### config.mk
export PLATFORM = sky130hd
export DESIGN_NAME = wbr_outq_flat
export DESIGN_NICKNAME = d
export VERILOG_FILES = /design/src/design/wbr_pkg.sv /design/src/design/wbr_out_if.sv /design/src/design/wbr_outq.sv /design/src/flat_wrapper.sv
export SDC_FILE = /design/constraint.sdc
export NUM_CORES = 1
export LEC_CHECK = 0
export ABC_AREA = 1
export BUFFER_PORTS_ARGS = -buffer_cell sky130_fd_sc_hd__buf_2
export CORE_MARGIN = 10
export CORE_UTILIZATION = 35
export DETAILED_ROUTE_END_ITERATION = 12
export PLACE_DENSITY = 0.52
export SYNTH_ARGS = -nofsm -noshare
export SYNTH_HDL_FRONTEND = slang
export SYNTH_SLANG_ARGS = --single-unit
### constraint.sdc
create_clock -name clk -period 2.2 [get_ports clk]
set_input_delay 0.33 -clock clk [delete_from_list [all_inputs] [get_ports clk]]
set_output_delay 0.33 -clock clk [all_outputs]
set_load 0.01 [all_outputs]
### src/design/wbr_pkg.sv
package wbr_pkg;

  // Defaults for the top-level parameters
  localparam int unsigned TABLE_SIZE_DEF       = 2048;
  localparam int unsigned MAX_TABLE_FRAMES_DEF = 64;

  // Fixed field widths
  localparam int unsigned SAMPLE_BITS = 16;
  localparam int unsigned CMD_W       = 1;
  localparam int unsigned WFRAME_W    = 6;
  localparam int unsigned WINDEX_W    = 11;
  localparam int unsigned PHASE_W     = 32;
  localparam int unsigned POS_W       = 17;
  localparam int unsigned CFG_W       = 7;
  localparam int unsigned FRAC_W      = 16;

  // Position 1.0 in Q1.16
  localparam logic [POS_W-1:0] POS_ONE = POS_W'(1 << FRAC_W);

  // Command codes
  localparam logic [CMD_W-1:0] CMD_WRITE = 1'b0;
  localparam logic [CMD_W-1:0] CMD_READ  = 1'b1;

  // Blend arithmetic widths: (b - a) times unsigned Q0.16 fraction
  localparam int unsigned DIFF_W = SAMPLE_BITS + 1;
  localparam int unsigned PROD_W = DIFF_W + FRAC_W + 1;
  localparam int unsigned SUM_W  = PROD_W - FRAC_W;

  // Result queue
  localparam int unsigned OQ_DEPTH = 4;
  localparam int unsigned OQ_AW    = 2;
  localparam int unsigned OQ_CW    = 3;

  typedef logic signed [SAMPLE_BITS-1:0] sample_t;
  typedef logic signed [PROD_W-1:0]      prod_t;

  // Tag that travels alongside one table read
  typedef struct packed {
    logic              vld;
    logic [1:0]        k;      // bit 1: second frame, bit 0: second neighbor
    logic [FRAC_W-1:0] sfrac;
    logic [FRAC_W-1:0] ffrac;
  } wbr_tag_t;

  // (b - a) * t, exact
  function automatic prod_t blend_prod(input sample_t a, input sample_t b,
                                       input logic [FRAC_W-1:0] t);
    logic signed [DIFF_W-1:0] d;
    logic signed [FRAC_W:0]   ts;
    begin
      d  = DIFF_W'(b) - DIFF_W'(a);
      ts = $signed({1'b0, t});
      return PROD_W'(d) * PROD_W'(ts);
    end
  endfunction

  // a + floor(prod / 65536); the upper bits of a signed product are the floor
  function automatic sample_t blend_sum(input sample_t a, input prod_t p);
    logic signed [SUM_W-1:0] q;
    logic signed [SUM_W-1:0] s;
    begin
      q = p[PROD_W-1:FRAC_W];
      s = SUM_W'(a) + q;
      return s[SAMPLE_BITS-1:0];
    end
  endfunction

endpackage

### src/design/wbr_out_if.sv
interface wbr_out_if;
  import wbr_pkg::*;

  logic                          valid;
  logic                          ready;
  logic signed [SAMPLE_BITS-1:0] sample_out;

  modport source (output valid, sample_out, input ready);
  modport sink (input valid, sample_out, output ready);
endinterface

### src/design/wbr_outq.sv
module wbr_outq (
  input  logic                            clk,
  input  logic                            rst_n,
  input  logic                            rsv,
  input  logic                            push,
  input  logic [wbr_pkg::SAMPLE_BITS-1:0] push_data,
  output logic                            room,
  wbr_out_if.source                       out_ch
);
  import wbr_pkg::*;

  logic [SAMPLE_BITS-1:0] mem_r [OQ_DEPTH];
  logic [OQ_AW-1:0]       wp_r, wp_nxt, rp_r, rp_nxt;
  logic [OQ_CW-1:0]       cnt_r, cnt_nxt, rsv_r, rsv_nxt;
  logic                   pop;

  assign out_ch.valid      = (cnt_r != '0);
  assign out_ch.sample_out = mem_r[rp_r];
  assign pop               = out_ch.valid && out_ch.ready;
  // Reads in flight plus queued results never exceed the queue depth
  assign room              = (rsv_r < OQ_CW'(OQ_DEPTH));

  always_comb begin
    wp_nxt  = push ? wp_r + OQ_AW'(1) : wp_r;
    rp_nxt  = pop ? rp_r + OQ_AW'(1) : rp_r;
    cnt_nxt = cnt_r + OQ_CW'(push) - OQ_CW'(pop);
    rsv_nxt = rsv_r + OQ_CW'(rsv) - OQ_CW'(pop);
  end

  always_ff @(posedge clk) begin
    if (!rst_n) begin
      wp_r  <= '0;
      rp_r  <= '0;
      cnt_r <= '0;
      rsv_r <= '0;
    end else begin
      wp_r  <= wp_nxt;
      rp_r  <= rp_nxt;
      cnt_r <= cnt_nxt;
      rsv_r <= rsv_nxt;
    end
  end

  always_ff @(posedge clk) begin
    if (push) begin
      mem_r[wp_r] <= push_data;
    end
  end

  a_no_overflow: assert property (@(posedge clk) disable iff (!rst_n)
    push |-> (cnt_r < OQ_CW'(OQ_DEPTH)) || pop)
    else $error("result queue overflow");

  a_queued_reserved: assert property (@(posedge clk) disable iff (!rst_n)
    cnt_r <= rsv_r)
    else $error("queued result without a reservation");

  a_rsv_bound: assert property (@(posedge clk) disable iff (!rst_n)
    rsv_r <= OQ_CW'(OQ_DEPTH))
    else $error("reservation count beyond queue depth");

endmodule

### src/flat_wrapper.sv
// flat-port wrapper written by rule: the top's interface ports become plain ports
module wbr_outq_flat import wbr_pkg::*;
  (clk, rst_n, rsv, push, push_data, room, out_ch_valid, out_ch_sample_out, out_ch_ready);
  wbr_out_if out_ch_i ();
  input  logic clk;
  input  logic rst_n;
  input  logic rsv;
  input  logic push;
  input  logic [wbr_pkg::SAMPLE_BITS-1:0] push_data;
  output logic room;
  output wire logic [$bits(out_ch_i.valid)-1:0] out_ch_valid;
  output wire logic [$bits(out_ch_i.sample_out)-1:0] out_ch_sample_out;
  input wire logic [$bits(out_ch_i.ready)-1:0] out_ch_ready;
  assign out_ch_valid = out_ch_i.valid;
  assign out_ch_sample_out = out_ch_i.sample_out;
  assign out_ch_i.ready = out_ch_ready;
  wbr_outq u_core (.clk(clk), .rst_n(rst_n), .rsv(rsv), .push(push), .push_data(push_data), .room(room), .out_ch(out_ch_i));
endmodule
==> metrics.cfg <==
[status]
outcome = finished clean

[clocking]
ctsRootBufferMaster = clkbuf_8
cts.path.max_buffers = 2
ctsHtreeMaxLevel = 3
numCtsBuffers = 9
tritoncts = yes
cts.repair.resized = 0
postCtsSetupBuffers = 0
cts.clk_slew.worst_paths_ns = 0.08
hold_buffers = 0
clk_latency_ns = 0.34
clock-sinks = 76

[critical_path]
crit_fanout = 3
worstPathCellList = nor2_1 -> a21boi_1 -> ha_1 -> inv_1 -> ha_1 -> inv_1 -> fa_1 -> or2_1 -> a21oi_1 -> nor2_1
worst-path-buf-inv = 2
max_stage_delay_ns = 0.37
crit_type = flop to flop
start_kind = flop
cp.arrival_ns = 2.21
crit_family = adder cells
cp_data_required_time_ns = 2.44
crit_slowest_cell = fa_1
cp-end-kind = flop

[finish]
drive_gt1_frac = 0.220
synthToLayoutAreaGrowth_pct = 18.1
utilization = 0.426
layout_commonest_cell = edfxtp_1
antennaDiodeCount = 0
seq_area_sq_mm = 0.00216
fill_cells = 789
multi_input_area_sq_um = 679
layout_common_cells = edfxtp_1, nor2_1, buf_2
finalNetCount = 312

[pwr]
p_switching_uw = 1140
seq_power_share = 0.456
p_leak_uw = 0.00137
power_density_mw_per_mm2 = 1080
clockPowerShare = 0.302
p_int_uw = 2660
ir_worst_vdd_mv = 0.598
p_comb_frac = 0.242
swShare = 0.299

[floorplan]
die_y_microns = 112
fp.dieW_microns = 112
num_rows = 33
core_sq_mm = 0.00826
ioPinCount = 39
fp.dieArea_sq_mm = 0.0126
initial_core_util = 0.361

[timing]
rsz0062_at_grt = false
fin_skew_ns = 0.00911
tns_ns = 0
hold_viol = 0
final_max_slew_viol_count = 0
period_minus_slack_ns = 1.98
relSlewSlack = 0.618
timing.fmax_mhz = 506
final-setup-viol-count = 0
post-route-period-util = 0.898
worstMarginPinSlew_ns = 0.572

[placed_design]
hpwl_microns = 3500
gp_congestion = 0.692
io_buffers = 38

[detailed_routing]
via_per_inst = 4.67
drtAntennaViolNets = 0
wl_per_cell_microns = 14.3
drtIter0Drc = 75
first_pass_iters = 4
drc_errors = 0
drt-total-wl_microns = 5600
vias = 1827

[synthesis]
ys_seq_area_frac = 0.726
syn_area_sq_mm = 0.00298
syn-instance-count = 235
syn-num-nets = 266
yosys_register_bits = 76
yosys_warnings = 0
synth.distinct_cells = 17
syn_area_per_cell_sq_um = 12.7

[grt]
grt_max_degree = 33
grt_pass1_vias = 1906
antenna_found_initial = 2
grt_use_total = 0.0930
grt_pass1_wl_microns = 9250
grt_overflow = 0

[min_path]
hp-class = primary input to flop

[run]
cap_violations = 0

area by class of cell:
cell class                 count  share of cell area
clock buffer                   9              0.0352
tap                          105              0.0374
sequential                    76               0.615
inverter                      23              0.0245
timing repair buffer          44              0.0669
clock inverter                 7              0.0281
multi-input combinational    127               0.193
power by group through the flow:
stage	combinational, uW	sequential, uW	clock, uW
floorplan	636	1760	0
global placement	932	1760	0
detailed placement	947	1770	0
CTS	949	1730	1180
global route	1080	1750	1250
finish	920	1730	1150
Yosys cell counts:
cell | n | area, sq um
a21boi_0 | 1 | 7.51
a21oi_1 | 6 | 30.0
buf_2 | 7 | 35.0
buf_4 | 2 | 15.0
dfxtp_1 | 12 | 240
edfxtp_1 | 64 | 1920
fa_1 | 2 | 40.0
ha_1 | 8 | 100
inv_1 | 20 | 75.1
inv_2 | 3 | 11.3
nand2_1 | 17 | 63.8
nand3_1 | 3 | 15.0
nor2_1 | 39 | 146
o21ai_0 | 6 | 30.0
o21ai_1 | 28 | 140
o22ai_1 | 16 | 100
or2_1 | 1 | 6.26
per-layer routing:
metal	vias up	global-route usage	wire, microns
li1	917	-	-
met1	844	0.106	2400
met2	51	0.149	2680
met3	11	0.0431	429
met4	4	0.0347	66
met5	-	0	20
final timing paths:
check                       start                 end  slack [ns]  cells past startpoint
setup / recovery  u_core.cnt_r[1]     u_core.rsv_r[2]        0.22                     10
hold / removal       push_data[1]  u_core.mem_r[0][1]        0.20                      1
setup reg to reg  u_core.cnt_r[1]     u_core.rsv_r[2]        0.22                     10
hold reg to reg    u_core.rp_r[0]      u_core.rp_r[0]        0.51                      2
state kept, by name (all words and copies together) (netlist names), named ones only:
signal and cells:
u_core.rsv_r 3, u_core.rp_r 2, u_core.wp_r 2, u_core.cnt_r 3
u_core.mem_r 64
worst reg2reg max path: stages, from the launching register on:
cell and delay, ns:
dfxtp_1 0.36, nor2_1 0.07, a21boi_1 0.19, ha_1 0.26, inv_1 0.05, ha_1 0.12, inv_1 0.04, fa_1 0.37
or2_1 0.23, a21oi_1 0.12, nor2_1 0.05
stage by stage:
| stage | setup slack, ns | total power (uW) | area (sq um) | hold slack [ns] | std cells |
|---|---|---|---|---|---|
| floorplan | 0.268 | 2390 | 2980 | 0.429 | 235 |
| global placement | 0.126 | 2700 | 3290 | 0.493 | 375 |
| detailed placement | 0.0708 | 2710 | 3290 | 0.495 | 375 |
| CTS | 0.115 | 3860 | 3520 | 0.179 | 391 |
| global route | 0.0363 | 4080 | 3520 | 0.177 | 391 |
| finish | 0.225 | 3800 | 3520 | 0.195 | 391 |
cell families after synthesis:
logic type	count (synthesis)	share of synthesized area
flip-flops	76	0.726
AND/OR/NAND/NOR	60	0.0777
adder cells (fa/ha/maj)	10	0.0471
AO/OA/AOI/OAI	57	0.103
buffers and inverters	32	0.0458
(Power assumes the default switching activity.)
