===== config.mk =====
export PLATFORM = sky130hd
export DESIGN_NAME = wbr_interp
export DESIGN_NICKNAME = d
export VERILOG_FILES = /design/src/design/wbr_pkg.sv /design/src/design/wbr_interp.sv
export SDC_FILE = /design/constraint.sdc
export NUM_CORES = 2
export LEC_CHECK = 0
export BUFFER_PORTS_ARGS = -buffer_cell sky130_fd_sc_hd__buf_2
export CAP_MARGIN = 20
export CORE_MARGIN = 2
export CORE_UTILIZATION = 25
export DETAILED_ROUTE_END_ITERATION = 6
export PLACE_DENSITY_LB_ADDON = 0.2
export REMOVE_ABC_BUFFERS = 1
export SLEW_MARGIN = 40
export SYNTH_ARGS = -nofsm -noshare
export SYNTH_HDL_FRONTEND = slang
export SYNTH_SLANG_ARGS = --single-unit

===== constraint.sdc =====
create_clock -name clk -period 10.39 [get_ports clk]
set_clock_uncertainty 0.1 [all_clocks]
set_input_delay 1.039 -clock clk [delete_from_list [all_inputs] [get_ports clk]]
set_output_delay 1.039 -clock clk [all_outputs]
set_load 0.05 [all_outputs]

===== src/design/wbr_pkg.sv =====
package wbr_pkg;

  // Defaults for the top-level parameters
  localparam int unsigned TABLE_SIZE_DEF       = 2048;
  localparam int unsigned MAX_TABLE_FRAMES_DEF = 64;

  // Fixed field widths
  localparam int unsigned SAMPLE_BITS = 16;
  localparam int unsigned CMD_W       = 1;
  localparam int unsigned WFRAME_W    = 6;
  localparam int unsigned WINDEX_W    = 11;
  localparam int unsigned PHASE_W     = 32;
  localparam int unsigned POS_W       = 17;
  localparam int unsigned CFG_W       = 7;
  localparam int unsigned FRAC_W      = 16;

  // Position 1.0 in Q1.16
  localparam logic [POS_W-1:0] POS_ONE = POS_W'(1 << FRAC_W);

  // Command codes
  localparam logic [CMD_W-1:0] CMD_WRITE = 1'b0;
  localparam logic [CMD_W-1:0] CMD_READ  = 1'b1;

  // Blend arithmetic widths: (b - a) times unsigned Q0.16 fraction
  localparam int unsigned DIFF_W = SAMPLE_BITS + 1;
  localparam int unsigned PROD_W = DIFF_W + FRAC_W + 1;
  localparam int unsigned SUM_W  = PROD_W - FRAC_W;

  // Result queue
  localparam int unsigned OQ_DEPTH = 4;
  localparam int unsigned OQ_AW    = 2;
  localparam int unsigned OQ_CW    = 3;

  typedef logic signed [SAMPLE_BITS-1:0] sample_t;
  typedef logic signed [PROD_W-1:0]      prod_t;

  // Tag that travels alongside one table read
  typedef struct packed {
    logic              vld;
    logic [1:0]        k;      // bit 1: second frame, bit 0: second neighbor
    logic [FRAC_W-1:0] sfrac;
    logic [FRAC_W-1:0] ffrac;
  } wbr_tag_t;

  // (b - a) * t, exact
  function automatic prod_t blend_prod(input sample_t a, input sample_t b,
                                       input logic [FRAC_W-1:0] t);
    logic signed [DIFF_W-1:0] d;
    logic signed [FRAC_W:0]   ts;
    begin
      d  = DIFF_W'(b) - DIFF_W'(a);
      ts = $signed({1'b0, t});
      return PROD_W'(d) * PROD_W'(ts);
    end
  endfunction

  // a + floor(prod / 65536); the upper bits of a signed product are the floor
  function automatic sample_t blend_sum(input sample_t a, input prod_t p);
    logic signed [SUM_W-1:0] q;
    logic signed [SUM_W-1:0] s;
    begin
      q = p[PROD_W-1:FRAC_W];
      s = SUM_W'(a) + q;
      return s[SAMPLE_BITS-1:0];
    end
  endfunction

endpackage


===== src/design/wbr_interp.sv =====
module wbr_interp (
  input  logic                            clk,
  input  logic                            rst_n,
  input  wbr_pkg::wbr_tag_t               tag,
  input  logic [wbr_pkg::SAMPLE_BITS-1:0] rdata,
  output logic                            res_vld,
  output logic [wbr_pkg::SAMPLE_BITS-1:0] res_data
);
  import wbr_pkg::*;

  sample_t d;
  assign d = $signed(rdata);

  // Sample-pair stage: first neighbor held, product on the second
  sample_t           a_r;
  prod_t             pm_r;
  sample_t           pa_r;
  logic              pm_vld_r, pm_second_r;
  logic [FRAC_W-1:0] pm_ffrac_r;

  // Pair sum stage
  sample_t           s_r;
  logic              s_vld_r, s_second_r;
  logic [FRAC_W-1:0] s_ffrac_r;

  // Frame-pair stage
  sample_t s1_r;
  prod_t   fm_r;
  sample_t fa_r;
  logic    fm_vld_r;

  always_ff @(posedge clk) begin
    if (!rst_n) begin
      pm_vld_r <= 1'b0;
      s_vld_r  <= 1'b0;
      fm_vld_r <= 1'b0;
    end else begin
      pm_vld_r <= tag.vld && tag.k[0];
      s_vld_r  <= pm_vld_r;
      fm_vld_r <= s_vld_r && s_second_r;
    end
  end

  always_ff @(posedge clk) begin
    if (tag.vld && !tag.k[0]) begin
      a_r <= d;
    end
    pm_r        <= blend_prod(a_r, d, tag.sfrac);
    pa_r        <= a_r;
    pm_second_r <= tag.k[1];
    pm_ffrac_r  <= tag.ffrac;

    s_r         <= blend_sum(pa_r, pm_r);
    s_second_r  <= pm_second_r;
    s_ffrac_r   <= pm_ffrac_r;

    if (s_vld_r && !s_second_r) begin
      s1_r <= s_r;
    end
    fm_r <= blend_prod(s1_r, s_r, s_ffrac_r);
    fa_r <= s1_r;
  end

  assign res_vld  = fm_vld_r;
  assign res_data = blend_sum(fa_r, fm_r);

  a_pair_order: assert property (@(posedge clk) disable iff (!rst_n)
    tag.vld && tag.k[0] |-> $past(tag.vld) && ($past(tag.k) == (tag.k - 2'd1)))
    else $error("second neighbor read without its first");

  a_frame_order: assert property (@(posedge clk) disable iff (!rst_n)
    s_vld_r && s_second_r |-> $past(s_vld_r, 2) && !$past(s_second_r, 2))
    else $error("second frame result without the first");

  a_res_spacing: assert property (@(posedge clk) disable iff (!rst_n)
    res_vld |=> !res_vld)
    else $error("results closer than the table port allows");

endmodule


==> metrics.md <==
| Metric | Value |
|---|---|
| Status | finished clean |
| Worst R2R Path Depth | 30 |
| Post-CTS Setup Bufs | 0 |
| Post-route DRC | 0 |
| R2R setup slack | 1.21 ns |
| GRT overflow | 0 |
| Placed cell count | 4,389 |
| Die area | 111,000 um^2 |
| Chip height | 333.2 um |
| FF+latch count, synth | 149 |
| Period minus WS final | 9.273 ns |
| EDFF count, synth | 32 |
| Ys async rst share | 0% |
| Proportion of layout cells with a drive suffix above 1 | 6.229% |
| Mux cell area share after synthesis | 0% |
| Fillers | 11,470 |
| DR vias/cell | 4.309 |
| Vias in the first global route | 20,590 |
| Register area | 3306 um^2 |
| WP data required | 10.66 ns |
| Core footprint | 107,400 um^2 |
| Final Non-Filler Cells | 4,422 |
| Standard-cell rows | 120 |
| Largest family of logic cells by synthesized area | adder cells |
| CP startpoint kind | primary input |
| Fin area | 29,820 um^2 |
| Synth Area in Adders | 48.97% |
| # IOs | 70 |
| Worst flop-to-flop path startpoint | a_r[0]$_DFFE_PP_ |
| CTS Buf Count | 17 |
| Rel. slew slack | 46.72% |
| Cells after synthesis | 3,000 |
| H-Tree Depth | 4 |
| Crit path DAT | 9.54 ns |
| Initial antenna violation count | 3 |
| DR vias | 19,060 |
| Max-cap violations | 0 |
| CTS Hold Bufs | 0 |
| Port-buffer cells | 69 |
| Hold path cells | 0 |
| Worst-path clk slew | 0.08 ns |
| First-pass GRT wire length | 120,800 um |
| Buffer depth of the longest clock path | 2 |
| Top_reg_cell synth | dfxtp_1 |
| Worst stage delay on the critical path | 0.55 ns |
| HPWL after DPL | 61,290 um |
| Critical path type | in -> reg |
| Final GP Congestion | 0.8103 |
| First-pass iteration count of the detailed router | 5 |
| Hold_sp | pm_ffrac_r[9]$_DFF_P_ |
| Final hold vios | 0 |
| Pins Over Slew Limit | 0 |
| Simple-gate share of the synthesized area | 16.33% |
| Gates resized, CTS repair | 0 |
| Worst Hold Class | reg -> reg |
| DR iter-0 viols | 940 |
| Most common cell on crit path | fa_1 |
| Placed Area | 29,180 um^2 |
| Distinct cell type count after synthesis | 64 |
| Compound-cell area share of the yosys netlist | 6.575% |
| Crit. Startpoint | rdata[0] |
| Synth warn | 0 |
| Fmax | 0.1078 GHz |
| Synthesis-to-layout area growth | 10.07% |
| Final wirelength | 74,890 um |
| GRT Overall Usage | 14.15% |
| Multi-input gate area | 20,640 um^2 |
| Synth Area in XOR/XNOR | 3.929% |
| CTS tree | done |
| Root Driver | clkbuf_16 |
| Later-pin clock latency in the skew report | 0.50 ns |
| Clock tree sinks | 149 |
| Die X | 333.2 um |
| Syn Std Cell Area | 27,100 um^2 |
| Initial core utilization | 25.24% |
| Register area share after synthesis | 12.19% |
| CP max FO | 6 |
| Wirelength per Cell | 16.94 um |
| Post-DRT Antenna Nets | 0 |
| Largest net degree at the start of global routing | 52 |
| Nets | 3,806 |
| Syn_area_per_cell | 9.032 um^2 |
| Final worst-path cycle share | 89.25% |
| Worst-Margin Slew | 0.7938 ns |
| RSZ-0062 raised after global routing | no |
| Final number of setup-violating endpoints | 0 |
| CP Capture Type | register |
| Slowest cell on crit path | xnor2_1 |
| Setup TNS | 0 ns |
-- logic make-up (layout without fill, tap and decap cells) --
group	Yosys count	after routing
AO/OA/AOI/OAI	249	249
XOR/XNOR	120	120
adder cells (fa/ha/maj)	748	748
buffers and inverters	863	881
flip-flops	149	149
other	0	1
AND/OR/NAND/NOR	871	871
-- per-layer routing --
metal / vias to the layer above / global-route usage, % / share of wire [%]
met3: 71 / 1.994 / 3.8
met2: 319 / 24.20 / 48
met5: - / 0 / 0.016
li1: 9139 / - / -
met4: 2 / 3.601 / 2.1
met1: 9524 / 18.71 / 46
-- cell usage in the layout, fill, tap and decap left out, types with 7 or more instances in the layout --
master	count
a21boi_0	8
xnor2_1	85
o21a_1	14
nand2_1	285
buf_2	69
ha_1	226
nor3_1	23
dfxtp_1	115
a21oi_1	41
o21ai_0	31
xor2_1	26
a21o_1	14
nand3b_1	15
clkbuf_16	18
nand2b_1	27
fa_1	520
nor3b_1	18
edfxtp_1	32
nand3_1	67
inv_1	721
o2111ai_1	7
a31oi_1	15
nor2b_1	36
o311ai_0	26
a311oi_1	20
and2_1	207
a211oi_1	20
or3_1	9
nand4_1	12
buf_4	58
nor2_1	103
and3_1	42
-- final timing paths --
check | end
worst max-delay path | pm_r[31]$_DFF_P_
worst min-delay path | s_ffrac_r[9]$_DFF_P_
worst max register to register | pm_r[31]$_DFF_P_
worst min register to register | s_ffrac_r[9]$_DFF_P_
-- critical path, delay by kind of cell --
kind | cells | cell delay, ns
buf+inv | 6 | 0.36
simple gates | 4 | 0.68
xor+xnor | 2 | 0.89
fa+ha+maj | 9 | 3.74
compound gates | 11 | 2.82
-- state kept, by name, summed over array words and instances, names as in the netlist, 16 cells and up --
signal      flops
pm_r           16
a_r            16
s_r            16
pm_ffrac_r     16
fm_r           16
pa_r           16
fa_r           16
s1_r           16
s_ffrac_r      16
-- synth_stat cells, types with 15 or more instances --
cell	instances	area share (%)
a211oi_1	20	0.55
a21oi_1	42	0.78
a311oi_1	20	0.65
a31oi_1	15	0.35
and2_1	207	4.8
and3_1	42	0.97
clkbuf_1	133	1.8
dfxtp_1	117	8.6
edfxtp_1	32	3.5
fa_1	521	38
ha_1	227	10
inv_1	721	10
nand2_1	285	3.9
nand2b_1	27	0.62
nand3_1	67	1.2
nand3b_1	15	0.42
nor2_1	107	1.5
nor2b_1	39	0.90
nor3_1	23	0.42
nor3b_1	18	0.50
o21ai_0	31	0.57
o311ai_0	26	0.84
xnor2_1	92	3.0
xor2_1	27	0.87
-- per-stage QoR --
step	setup WS [ns]	hold WS, ns	utilization, %
floorplan	0.7715	0.2096	-
global placement	0.8254	0.2118	27.16
detailed placement	0.6318	0.2132	27.19
CTS	1.171	0.2274	27.77
global route	0.4845	0.2318	27.78
finish	1.117	0.2225	27.78
-- final cells by class --
cell class | count | area share (%)
clock inverters | 14 | 0.5873
multi-input cells | 1988 | 69.22
diodes | 1 | 0.008390
flip-flops and latches | 149 | 11.08
clock buffers | 18 | 1.510
inverters | 722 | 9.087
repair buffers | 127 | 2.618
well taps | 1403 | 5.886
Power is left out: the tool's default activity adds up to more than one toggle a clock period on the data nets, which glitch-free logic cannot reach.
