**src/design/wbr_pkg.sv**
```systemverilog
package wbr_pkg;

  // Defaults for the top-level parameters
  localparam int unsigned TABLE_SIZE_DEF       = 2048;
  localparam int unsigned MAX_TABLE_FRAMES_DEF = 64;

  // Fixed field widths
  localparam int unsigned SAMPLE_BITS = 16;
  localparam int unsigned CMD_W       = 1;
  localparam int unsigned WFRAME_W    = 6;
  localparam int unsigned WINDEX_W    = 11;
  localparam int unsigned PHASE_W     = 32;
  localparam int unsigned POS_W       = 17;
  localparam int unsigned CFG_W       = 7;
  localparam int unsigned FRAC_W      = 16;

  // Position 1.0 in Q1.16
  localparam logic [POS_W-1:0] POS_ONE = POS_W'(1 << FRAC_W);

  // Command codes
  localparam logic [CMD_W-1:0] CMD_WRITE = 1'b0;
  localparam logic [CMD_W-1:0] CMD_READ  = 1'b1;

  // Blend arithmetic widths: (b - a) times unsigned Q0.16 fraction
  localparam int unsigned DIFF_W = SAMPLE_BITS + 1;
  localparam int unsigned PROD_W = DIFF_W + FRAC_W + 1;
  localparam int unsigned SUM_W  = PROD_W - FRAC_W;

  // Result queue
  localparam int unsigned OQ_DEPTH = 4;
  localparam int unsigned OQ_AW    = 2;
  localparam int unsigned OQ_CW    = 3;

  typedef logic signed [SAMPLE_BITS-1:0] sample_t;
  typedef logic signed [PROD_W-1:0]      prod_t;

  // Tag that travels alongside one table read
  typedef struct packed {
    logic              vld;
    logic [1:0]        k;      // bit 1: second frame, bit 0: second neighbor
    logic [FRAC_W-1:0] sfrac;
    logic [FRAC_W-1:0] ffrac;
  } wbr_tag_t;

  // (b - a) * t, exact
  function automatic prod_t blend_prod(input sample_t a, input sample_t b,
                                       input logic [FRAC_W-1:0] t);
    logic signed [DIFF_W-1:0] d;
    logic signed [FRAC_W:0]   ts;
    begin
      d  = DIFF_W'(b) - DIFF_W'(a);
      ts = $signed({1'b0, t});
      return PROD_W'(d) * PROD_W'(ts);
    end
  endfunction

  // a + floor(prod / 65536); the upper bits of a signed product are the floor
  function automatic sample_t blend_sum(input sample_t a, input prod_t p);
    logic signed [SUM_W-1:0] q;
    logic signed [SUM_W-1:0] s;
    begin
      q = p[PROD_W-1:FRAC_W];
      s = SUM_W'(a) + q;
      return s[SAMPLE_BITS-1:0];
    end
  endfunction

endpackage

```
**src/design/wbr_in_if.sv**
```systemverilog
interface wbr_in_if;
  import wbr_pkg::*;

  logic                   valid;
  logic                   ready;
  logic [CMD_W-1:0]       command;
  logic [WFRAME_W-1:0]    write_frame;
  logic [WINDEX_W-1:0]    write_index;
  logic signed [SAMPLE_BITS-1:0] write_sample;
  logic [PHASE_W-1:0]     read_phase;
  logic [POS_W-1:0]       read_position;

  modport source (output valid, command, write_frame, write_index, write_sample,
                  read_phase, read_position, input ready);
  modport sink (input valid, command, write_frame, write_index, write_sample,
                read_phase, read_position, output ready);
endinterface

```
**src/design/wbr_seq.sv**
```systemverilog
module wbr_seq #(
  parameter int unsigned TABLE_SIZE       = wbr_pkg::TABLE_SIZE_DEF,
  parameter int unsigned MAX_TABLE_FRAMES = wbr_pkg::MAX_TABLE_FRAMES_DEF,
  parameter int unsigned RAM_AW           = 17
) (
  input  logic                        clk,
  input  logic                        rst_n,
  wbr_in_if.sink                      in_ch,
  input  logic                        cfg_wr_en,
  input  logic [wbr_pkg::CFG_W-1:0]   cfg_wr_data,
  input  logic                        room,
  output logic                        rsv,
  output logic                        ram_en,
  output logic                        ram_we,
  output logic [RAM_AW-1:0]           ram_addr,
  output logic [wbr_pkg::SAMPLE_BITS-1:0] ram_wdata,
  output wbr_pkg::wbr_tag_t           tag_r
);
  import wbr_pkg::*;

  localparam int unsigned IDX_W = $clog2(TABLE_SIZE);
  localparam int unsigned FR_W  = (MAX_TABLE_FRAMES > 1) ? $clog2(MAX_TABLE_FRAMES) : 1;
  localparam int unsigned E_W   = FRAC_W + FR_W;
  localparam int unsigned P_W   = PHASE_W + IDX_W + 1;
  localparam logic [IDX_W-1:0] IDX_LAST = IDX_W'(TABLE_SIZE - 1);

  // Clamped frames_in_use minus one
  logic [FR_W-1:0] nfm1_r, nfm1_nxt;
  logic [31:0]     cfg_v, cfg_nf;

  always_comb begin
    cfg_v = 32'(cfg_wr_data);
    if (cfg_v == 32'd0) begin
      cfg_nf = 32'd1;
    end else if (cfg_v > 32'(MAX_TABLE_FRAMES)) begin
      cfg_nf = 32'(MAX_TABLE_FRAMES);
    end else begin
      cfg_nf = cfg_v;
    end
    nfm1_nxt = cfg_wr_en ? FR_W'(cfg_nf - 32'd1) : nfm1_r;
  end

  // Held item
  logic                   item_vld_r, item_vld_nxt;
  logic [CMD_W-1:0]       item_cmd_r;
  logic                   item_wok_r;
  logic [RAM_AW-1:0]      item_waddr_r;
  logic [SAMPLE_BITS-1:0] item_wdata_r;
  logic [IDX_W-1:0]       item_i1_r;
  logic [FRAC_W-1:0]      item_sfrac_r;
  logic [E_W-1:0]         item_e_r;
  logic [1:0]             cnt_r, cnt_nxt;

  logic             accept, item_last;
  logic [POS_W-1:0] pos_c;
  logic [E_W:0]     e_full;
  logic [P_W-1:0]   p_full;
  logic [31:0]      wf32, wi32;
  logic             wok;

  // Decode of the incoming item: phase and morph products
  always_comb begin
    pos_c  = (in_ch.read_position > POS_ONE) ? POS_ONE : in_ch.read_position;
    e_full = (E_W+1)'(pos_c) * (E_W+1)'(nfm1_r);
    p_full = P_W'(in_ch.read_phase) * P_W'(TABLE_SIZE);
    wf32   = 32'(in_ch.write_frame);
    wi32   = 32'(in_ch.write_index);
    wok    = (wf32 < 32'(MAX_TABLE_FRAMES)) && (wi32 < 32'(TABLE_SIZE));
  end

  assign item_last   = (item_cmd_r == CMD_WRITE) || (cnt_r == 2'd3);
  assign in_ch.ready = room && (!item_vld_r || item_last);
  assign accept      = in_ch.valid && in_ch.ready;
  assign rsv         = accept && (in_ch.command == CMD_READ);

  always_comb begin
    item_vld_nxt = item_vld_r;
    cnt_nxt      = cnt_r;
    if (item_vld_r && (item_cmd_r == CMD_READ)) begin
      cnt_nxt = cnt_r + 2'd1;
    end
    if (accept) begin
      item_vld_nxt = 1'b1;
      cnt_nxt      = 2'd0;
    end else if (item_vld_r && item_last) begin
      item_vld_nxt = 1'b0;
    end
  end

  always_ff @(posedge clk) begin
    if (!rst_n) begin
      item_vld_r <= 1'b0;
      cnt_r      <= 2'd0;
      nfm1_r     <= '0;
      tag_r.vld  <= 1'b0;
    end else begin
      item_vld_r <= item_vld_nxt;
      cnt_r      <= cnt_nxt;
      nfm1_r     <= nfm1_nxt;
      tag_r.vld  <= item_vld_r && (item_cmd_r == CMD_READ);
    end
    tag_r.k     <= cnt_r;
    tag_r.sfrac <= item_sfrac_r;
    tag_r.ffrac <= item_e_r[FRAC_W-1:0];
  end

  always_ff @(posedge clk) begin
    if (accept) begin
      item_cmd_r   <= in_ch.command;
      item_wok_r   <= wok;
      item_waddr_r <= RAM_AW'({wf32[FR_W-1:0], wi32[IDX_W-1:0]});
      item_wdata_r <= in_ch.write_sample;
      item_i1_r    <= p_full[PHASE_W +: IDX_W];
      item_sfrac_r <= p_full[PHASE_W-1 -: FRAC_W];
      item_e_r     <= e_full[E_W-1:0];
    end
  end

  // Read address: four neighbors, frame pair on bit 1, sample pair on bit 0
  logic [FR_W-1:0]  f1, f2, fsel;
  logic [IDX_W-1:0] i2, isel;

  always_comb begin
    f1   = item_e_r[FRAC_W +: FR_W];
    f2   = (f1 == nfm1_r) ? f1 : f1 + FR_W'(1);
    i2   = (item_i1_r == IDX_LAST) ? '0 : item_i1_r + IDX_W'(1);
    fsel = cnt_r[1] ? f2 : f1;
    isel = cnt_r[0] ? i2 : item_i1_r;
  end

  // Port is used in issue order, so a read after a write sees the new value
  assign ram_we    = item_vld_r && (item_cmd_r == CMD_WRITE) && item_wok_r;
  assign ram_en    = ram_we || (item_vld_r && (item_cmd_r == CMD_READ));
  assign ram_addr  = ram_we ? item_waddr_r : RAM_AW'({fsel, isel});
  assign ram_wdata = item_wdata_r;

  a_no_accept_mid_read: assert property (@(posedge clk) disable iff (!rst_n)
    item_vld_r && (item_cmd_r == CMD_READ) && (cnt_r != 2'd3) |=> item_vld_r)
    else $error("read item dropped before its four reads were issued");

  a_tag_follows_issue: assert property (@(posedge clk) disable iff (!rst_n)
    ram_en && !ram_we |=> tag_r.vld && (tag_r.k == $past(cnt_r)))
    else $error("read tag out of step with table access");

  a_write_single: assert property (@(posedge clk) disable iff (!rst_n)
    ram_we |=> !tag_r.vld)
    else $error("write produced a read tag");

endmodule

```
**src/flat_wrapper.sv**
```systemverilog
// flat-port wrapper written by rule: the top's interface ports become plain ports
module wbr_seq_flat import wbr_pkg::*;
#(
  parameter int unsigned TABLE_SIZE       = wbr_pkg::TABLE_SIZE_DEF,
  parameter int unsigned MAX_TABLE_FRAMES = wbr_pkg::MAX_TABLE_FRAMES_DEF,
  parameter int unsigned RAM_AW           = 17
)
  (clk, rst_n, cfg_wr_en, cfg_wr_data, room, rsv, ram_en, ram_we, ram_addr, ram_wdata, tag_r, in_ch_valid, in_ch_command, in_ch_write_frame, in_ch_write_index, in_ch_write_sample, in_ch_read_phase, in_ch_read_position, in_ch_ready);
  wbr_in_if in_ch_i ();
  input  logic clk;
  input  logic rst_n;
  input  logic cfg_wr_en;
  input  logic [wbr_pkg::CFG_W-1:0] cfg_wr_data;
  input  logic room;
  output logic rsv;
  output logic ram_en;
  output logic ram_we;
  output logic [RAM_AW-1:0] ram_addr;
  output logic [wbr_pkg::SAMPLE_BITS-1:0] ram_wdata;
  output wbr_pkg::wbr_tag_t tag_r;
  input wire logic [$bits(in_ch_i.valid)-1:0] in_ch_valid;
  input wire logic [$bits(in_ch_i.command)-1:0] in_ch_command;
  input wire logic [$bits(in_ch_i.write_frame)-1:0] in_ch_write_frame;
  input wire logic [$bits(in_ch_i.write_index)-1:0] in_ch_write_index;
  input wire logic [$bits(in_ch_i.write_sample)-1:0] in_ch_write_sample;
  input wire logic [$bits(in_ch_i.read_phase)-1:0] in_ch_read_phase;
  input wire logic [$bits(in_ch_i.read_position)-1:0] in_ch_read_position;
  output wire logic [$bits(in_ch_i.ready)-1:0] in_ch_ready;
  assign in_ch_i.valid = in_ch_valid;
  assign in_ch_i.command = in_ch_command;
  assign in_ch_i.write_frame = in_ch_write_frame;
  assign in_ch_i.write_index = in_ch_write_index;
  assign in_ch_i.write_sample = in_ch_write_sample;
  assign in_ch_i.read_phase = in_ch_read_phase;
  assign in_ch_i.read_position = in_ch_read_position;
  assign in_ch_ready = in_ch_i.ready;
  wbr_seq #(.TABLE_SIZE(TABLE_SIZE), .MAX_TABLE_FRAMES(MAX_TABLE_FRAMES), .RAM_AW(RAM_AW)) u_core (.clk(clk), .rst_n(rst_n), .in_ch(in_ch_i), .cfg_wr_en(cfg_wr_en), .cfg_wr_data(cfg_wr_data), .room(room), .rsv(rsv), .ram_en(ram_en), .ram_we(ram_we), .ram_addr(ram_addr), .ram_wdata(ram_wdata), .tag_r(tag_r));
endmodule
```
**config.mk**
```make
export PLATFORM = sky130hd
export DESIGN_NAME = wbr_seq_flat
export DESIGN_NICKNAME = d
export VERILOG_FILES = /design/src/design/wbr_pkg.sv /design/src/design/wbr_in_if.sv /design/src/design/wbr_seq.sv /design/src/flat_wrapper.sv
export SDC_FILE = /design/constraint.sdc
export NUM_CORES = 1
export LEC_CHECK = 0
export ABC_CLOCK_PERIOD_IN_PS = 10400
export BUFFER_PORTS_ARGS = -buffer_cell sky130_fd_sc_hd__buf_2
export CAP_MARGIN = 10
export CORE_MARGIN = 8
export CORE_UTILIZATION = 32
export CTS_BUF_LIST = sky130_fd_sc_hd__clkbuf_2
export DETAILED_ROUTE_END_ITERATION = 6
export SLEW_MARGIN = 10
export SYNTH_ARGS = -nofsm -noshare
export SYNTH_HDL_FRONTEND = slang
export SYNTH_SLANG_ARGS = --single-unit
export TNS_END_PERCENT = 10
```
**constraint.sdc**
```tcl
create_clock -name clk -period 10.4 [get_ports clk]
set_clock_uncertainty 0.1 [all_clocks]
set_input_delay 0 -clock clk [delete_from_list [all_inputs] [get_ports clk]]
set_output_delay 0 -clock clk [all_outputs]
set_load 0.005 [all_outputs]
```
==> results.sh, run 1 <==
export IMPL_grt_overflow=0
export IMPL_vias=5618
export IMPL_syn_to_final_growth_pct=39.0
export IMPL_first_iter_violations=303
export IMPL_cts_max_path_buffers=2
export IMPL_syn_area_per_cell_sq_um=11.6
export IMPL_root_buffer="clkbuf_2"
export IMPL_wl_per_cell_um=14.3
export IMPL_max_freq_ghz=0.178
export IMPL_worst_slew_margin_rel=0.315
export IMPL_cp_arrival_ns=5.93
export IMPL_fp_dieH_um=168
export IMPL_synth_seq_cells=127
export IMPL_powerDensity_nw_per_um2=112
export IMPL_clock_sinks=127
export IMPL_path_cells="dlygate4sd3_1, buf_2, nor4_1, a41oi_1, nor2b_1, and2_1, fa_1, fa_1, inv_1, fa_1, inv_1, ha_1, o211ai_1, o21ai_0, a31oi_1, o21ai_0, a21oi_1, xnor2_1"
export IMPL_hold_path_class="input port to flip-flop"
export IMPL_critPathRequiredTime_ns=10.72
export IMPL_slowest_delay_ns=0.86
export IMPL_vias_per_cell=4.48
export IMPL_tritoncts="done"
export IMPL_initial_core_util=0.326
export IMPL_die_area_sq_um=28200
export IMPL_postRouteWirelength_mm=17.9
export IMPL_final_nets=1145
export IMPL_instances_no_fill=1255
export IMPL_rr_worst_depth=14
export IMPL_synth_common_cells="and2_1, inv_1, edfxtp_1, fa_1, dfxtp_1"
export IMPL_synthDistinctLibCells=52
export IMPL_critPathBufInv=4
export IMPL_min_from="cfg_wr_en"
export IMPL_syn_nets=827
export IMPL_worstPathMaxFanout=16
export IMPL_timing_rr_end="u_core.item_e_r[16]"
export IMPL_finalHoldViolations=0
export IMPL_cts_hold_buffers=148
export IMPL_r2r_start="u_core.nfm1_r[0]"
export IMPL_cpMaxStageDelayCell="nor2b_1"
export IMPL_start_kind="input port"
export IMPL_status="finished clean"
export IMPL_setup_ws_ns=4.79
export IMPL_drtAntennaViolNets=0
export IMPL_synth_main_ff_cell="edfxtp_1"
export IMPL_antenna_found_initial=1
export IMPL_crit_path_end_kind="flip-flop"
export IMPL_numCtsBuffers=17
export IMPL_ios=167
export IMPL_maxCapViolCount=0
export IMPL_crit_path_end="u_core.item_e_r[16]"
export IMPL_clk_latency_ns=0.66
export IMPL_dp_slack_ns=4.55
export IMPL_grt_start_max_net_pins=75
export IMPL_synth_warning_count=0
export IMPL_core_area_sq_um=22600
export IMPL_path_delay_family="adder cells"
export IMPL_fin_crit_sh=0.540
export IMPL_fin_crit_ns=5.61
export IMPL_netlist_top_cells_area="edfxtp_1, fa_1, dfxtp_1, and2_1, ha_1"
export IMPL_drc=0
export IMPL_p_leak_uw=0.00464
export IMPL_grt_pass1_vias=6068
export IMPL_synth_area_sq_um=7370
export IMPL_layout_drive_gt1_share=0.211
export IMPL_io_buffers=161
export IMPL_synthArstFlopShare=0
export IMPL_worst_pin_slew_ns=1.03
export IMPL_crit_path_start="in_ch_read_position[0]"
export IMPL_synth_edf_count=83
export IMPL_ctsResizeCount=0
export IMPL_synth_most_common_cell="and2_1"
export IMPL_crit_top_cell="fa_1"
export IMPL_worstHoldPathCells=3
export IMPL_maxSlewViolCount=0
export IMPL_crit_type="input port to flip-flop"
export IMPL_r2r_slack_ns=5.03
export IMPL_synth_cells=638
export IMPL_die_w_um=168
export IMPL_synth_area_leader_cell="edfxtp_1"
export IMPL_synth_top_cell_area_share=0.338
export IMPL_gp_congestion=0.781
export IMPL_cts_post_setup_buffers_inserted=0
export IMPL_first_pass_iters=4
export IMPL_final_setup_viol_count=0
export IMPL_grt_pass1_wl_mm=30.4
export IMPL_peakVddDrop_mv=0.0593
export IMPL_clk_pin_slew_ns=0.19
export IMPL_hpwlAfterDp_mm=12.7
export IMPL_row_count=55
export IMPL_track_usage=0.133
export IMPL_cp_depth=18
export IMPL_seq_area_frac_synth=0.458
export IMPL_rsz0062_at_grt="no"
export IMPL_htree_levels=4
export IMPL_timing_setup_tns_ns=0
export IMPL_dpl_cell_count=1074
area by class of cell:
cell class | instances | area (sq um)
clock buffer | 18 | 90.1
fill | 2112 | 12400
sequential | 127 | 3370
tap | 285 | 357
clock inverter | 14 | 166
antenna | 1 | 2.50
inverter | 87 | 328
multi-input combinational | 412 | 3630
timing repair buffer | 311 | 2300
metal layers:
layer	global-route usage	vias up	part of all wire
met5	0	-	0
met3	0.0271	31	0.036
met2	0.237	115	0.51
li1	-	2762	-
met4	0.0621	0	0.026
met1	0.151	2710	0.43
sequential cells by signal (all words and copies together), names as in the netlist:
register	cells
u_core.tag_r	35
u_core.item_e_r	22
u_core.item_waddr_r	17
u_core.item_sfrac_r	16
u_core.ram_wdata	16
u_core.item_i1_r	11
u_core.nfm1_r	6
u_core.cnt_r	2
u_core.item_cmd_r	1
u_core.item_vld_r	1
through the flow:
stage	area, sq um	hold slack, ns	util	total power [uW]
6_report	10200	0.143	0.453	1150
5_1_grt	10200	0.0257	0.453	1230
4_1_cts	10200	0.0128	0.452	1170
3_5_place_dp	8500	0.0781	0.376	797
3_3_place_gp	8500	0.0766	0.376	793
2_1_floorplan	7370	-0.00113	-	723
worst min-delay path: stages:
cell	delay (ns)
dlygate4sd3_1	0.54
buf_2	0.19
o211a_1	0.17
cells in the final DEF (no fill, tap or decap), types with 6 or more instances in the layout:
| master | instances |
|---|---|
| clkbuf_2 | 18 |
| nand2_1 | 42 |
| xor2_1 | 15 |
| nand4_1 | 8 |
| dfxtp_1 | 44 |
| xnor2_1 | 24 |
| dlygate4sd3_1 | 148 |
| a21oi_1 | 19 |
| buf_2 | 161 |
| nor2_1 | 10 |
| nand3_1 | 7 |
| and2_1 | 96 |
| o21ai_0 | 26 |
| a21o_1 | 6 |
| ha_1 | 34 |
| fa_1 | 60 |
| inv_1 | 86 |
| edfxtp_1 | 83 |
how the worst min path moves through the flow:
| stage | endpoint | slack, ns |
|---|---|---|
| after floorplan | u_core.item_cmd_r | -0.001 |
| after global placement | u_core.ram_wdata[2] | 0.08 |
| after detailed placement | u_core.item_waddr_r[2] | 0.08 |
| after CTS | u_core.nfm1_r[0] | 0.01 |
| after global routing | u_core.nfm1_r[2] | 0.03 |
| final | u_core.nfm1_r[1] | 0.14 |
cells by family (layout without fill, tap and decap cells):
logic type               count (synthesis)  in the layout  share of synthesized area
AND/OR/NAND/NOR                        196            196                      0.149
flip-flops                             127            127                      0.458
buffers and inverters                   99            430                     0.0506
adder cells (fa/ha/maj)                 94             94                      0.221
AO/OA/AOI/OAI                           81             81                     0.0728
XOR/XNOR                                39             39                     0.0463
multiplexers                             2              2                    0.00272
other                                    0              1                          0
power by group:
group / total (uW) / switching, uW / internal [uW]
Clock: 323 / 188 / 135
Sequential: 584 / 12.3 / 572
Combinational: 243 / 119 / 124
Total: 1150 / 319 / 831
Power figures use the tool's default switching activity.
==> run 2, diff against run 1 <==
ABC_AREA = 1   (was default)
ABC_CLOCK_PERIOD_IN_PS = 5400   (was 10400)
clock period = 5.4 ns   (was 10.4 ns; I/O delays follow)
==> results.sh, run 2 <==
export IMPL_io_buffers=161
export IMPL_synth_main_ff_cell="edfxtp_1"
export IMPL_fp_dieH_um=171
export IMPL_fin_crit_ns=4.55
export IMPL_maxCapViolCount=0
export IMPL_max_freq_ghz=0.220
export IMPL_clk_pin_slew_ns=0.21
export IMPL_root_buffer="clkbuf_2"
export IMPL_path_delay_family="adder cells"
export IMPL_fin_crit_sh=0.842
export IMPL_cp_arrival_ns=4.90
export IMPL_grt_start_max_net_pins=60
export IMPL_syn_to_final_growth_pct=38.0
export IMPL_finalHoldViolations=0
export IMPL_seq_area_frac_synth=0.437
export IMPL_r2r_slack_ns=1.21
export IMPL_ff_latch_area_sq_um=3370
export IMPL_crit_top_cell="nand2_1"
export IMPL_layout_drive_gt1_share=0.194
export IMPL_synth_area_leader_cell="edfxtp_1"
export IMPL_fill_cells=2342
export IMPL_status="finished clean"
export IMPL_ctsResizeCount=0
export IMPL_cpMaxStageDelayCell="dlygate4sd3_1"
export IMPL_powerDensity_nw_per_um2=223
export IMPL_netlist_top_cells_area="edfxtp_1, fa_1, dfxtp_1, nand2_1, inv_1"
export IMPL_postRouteWirelength_mm=21.7
export IMPL_clock_sinks=127
export IMPL_p_leak_uw=0.00513
export IMPL_holdWs_ns=0.0671
export IMPL_grt_pass1_vias=7007
export IMPL_cts_max_path_buffers=2
export IMPL_multiInputGateArea_sq_um=3730
export IMPL_final_setup_viol_count=0
export IMPL_maxSlewViolCount=0
export IMPL_timing_setup_tns_ns=0
export IMPL_synthArstFlopShare=0
export IMPL_rsz0062_at_grt="no"
export IMPL_largest_reg_flops=35
export IMPL_drtAntennaViolNets=0
export IMPL_largest_register="u_core.tag_r"
export IMPL_first_iter_violations=441
export IMPL_htree_levels=4
export IMPL_synth_most_common_cell="nand2_1"
export IMPL_tritoncts="done"
export IMPL_grt_pass1_wl_mm=35.1
export IMPL_synth_cells=822
export IMPL_syn_nets=1011
export IMPL_cts_hold_buffers=147
export IMPL_total_power_uw=2370
export IMPL_synth_common_cells="nand2_1, inv_1, nor2_1, edfxtp_1, fa_1"
export IMPL_dp_slack_ns=0.393
export IMPL_drc=0
export IMPL_synth_edf_count=83
export IMPL_synth_seq_cells=127
export IMPL_setup_ws_ns=0.851
export IMPL_critPathRequiredTime_ns=5.75
export IMPL_top_regs="u_core.tag_r (35), u_core.item_e_r (22), u_core.item_waddr_r (17)"
export IMPL_worst_pin_slew_ns=1.09
export IMPL_wl_per_cell_um=14.7
export IMPL_critPathBufInv=5
export IMPL_clk_latency_ns=0.68
export IMPL_synth_top_cell_area_share=0.323
export IMPL_synth_area_sq_um=7710
export IMPL_ios=167
export IMPL_die_area_sq_um=29300
export IMPL_crit_type="input port to flip-flop"
export IMPL_worst_slew_margin_rel=0.276
export IMPL_synthDistinctLibCells=36
export IMPL_slowest_delay_ns=0.54
export IMPL_crit_path_end_kind="flip-flop"
export IMPL_path_cells="dlygate4sd3_1, buf_2, nor4_1, nand4_1, nand2_2, buf_4, nand2_4, nor2_1, fa_1, fa_1, inv_1, fa_1, inv_1, ha_1, a21oi_1, nor2_1, nor2_1, nand2_1, nand2_1, nand2_1, nand2_1, nand2_1, nand2_1, nand2_1"
export IMPL_gp_congestion=0.854
export IMPL_cts_post_setup_buffers_inserted=0
export IMPL_first_pass_iters=5
export IMPL_antenna_found_initial=1
export IMPL_numCtsBuffers=17
export IMPL_peakVddDrop_mv=0.107
export IMPL_grt_overflow=0
export IMPL_core_area_sq_um=24000
export IMPL_start_kind="input port"
export IMPL_vias_per_cell=4.54
export IMPL_mostFrequentLayoutCells="buf_2, nand2_1, dlygate4sd3_1"
export IMPL_vias=6707
export IMPL_syn_area_per_cell_sq_um=9.38
export IMPL_final_nets=1327
export IMPL_layout_commonest_cell="buf_2"
export IMPL_die_w_um=171
export IMPL_initial_core_util=0.322
export IMPL_synth_warning_count=0
export IMPL_row_count=57
export IMPL_hold_path_class="input port to flip-flop"
export IMPL_hpwlAfterDp_mm=15.9
export IMPL_track_usage=0.152
export IMPL_worstPathMaxFanout=17
-- run 2: cell types whose count changed after synthesis, sizes merged, moves of 14 or more --
| cell | previous run | this run |
|---|---|---|
| and2 | 96 | 1 |
| inv | 87 | 140 |
| nand2 | 42 | 170 |
| nand3 | 7 | 46 |
| nor2 | 11 | 130 |
| o21ai | 28 | 14 |
| xnor2 | 24 | 2 |
-- run 2: metal layers --
layer,track usage,wire (um),vias to the layer above
met2,0.275,10800,186
met5,0,0,-
li1,-,-,3242
met3,0.0328,1410,19
met4,0.0427,268,0
met1,0.178,9200,3260
-- run 2: cell type report --
cell class / count / share of cell area
Sequential cell: 127 / 0.317
Clock buffer: 18 / 0.00847
Antenna cell: 1 / 0.000235
Tap cell: 324 / 0.0381
Multi-Input combinational cell: 540 / 0.350
Timing Repair Buffer: 312 / 0.217
Clock inverter: 14 / 0.0194
Inverter: 140 / 0.0495
-- run 2: path summary, 6_finish.rpt --
kind                                             start                  end  cells past startpoint
worst max-delay path            in_ch_read_position[2]  u_core.item_e_r[20]                     24
worst min-delay path                         cfg_wr_en     u_core.nfm1_r[5]                      5
worst max register to register        u_core.nfm1_r[5]  u_core.item_e_r[20]                     18
worst min register to register  u_core.item_sfrac_r[1]     u_core.tag_r[17]                      0
-- run 2: worst register-to-register path, stage by stage, from the launching register on --
cell and delay, ns:
dfxtp_1 0.43, inv_2 0.30, nor2_1 0.13, fa_1 0.53, fa_1 0.55, inv_1 0.06
fa_1 0.54, inv_1 0.05, ha_1 0.37, a21oi_1 0.21, nor2_1 0.07, nor2_1 0.09
nand2_1 0.10, nand2_1 0.07, nand2_1 0.07, nand2_1 0.10, nand2_1 0.06, nand2_1 0.06
nand2_1 0.08
-- run 2: report_power, final --
group,switching [uW],total [uW],internal (uW)
sequential,28.5,1130,1100
combinational,295,530,235
clock,395,711,316
-- run 2: cells by family after synthesis --
kind of cell	after synthesis	synth area share
and+or+nand+nor	367	0.205
buffers and inverters	155	0.0792
DFF	127	0.437
adders and majority gates	94	0.211
AOI/OAI and AO/OA	55	0.0407
xor gates and xnor gates	24	0.0273
-- run 2: through the flow --
step	utilization	instance area, sq um	cells
floorplan	-	7710	822
global placement	0.370	8870	1296
detailed placement	0.370	8870	1296
CTS	0.444	10600	1475
global route	0.444	10600	1476
finish	0.444	10600	1476
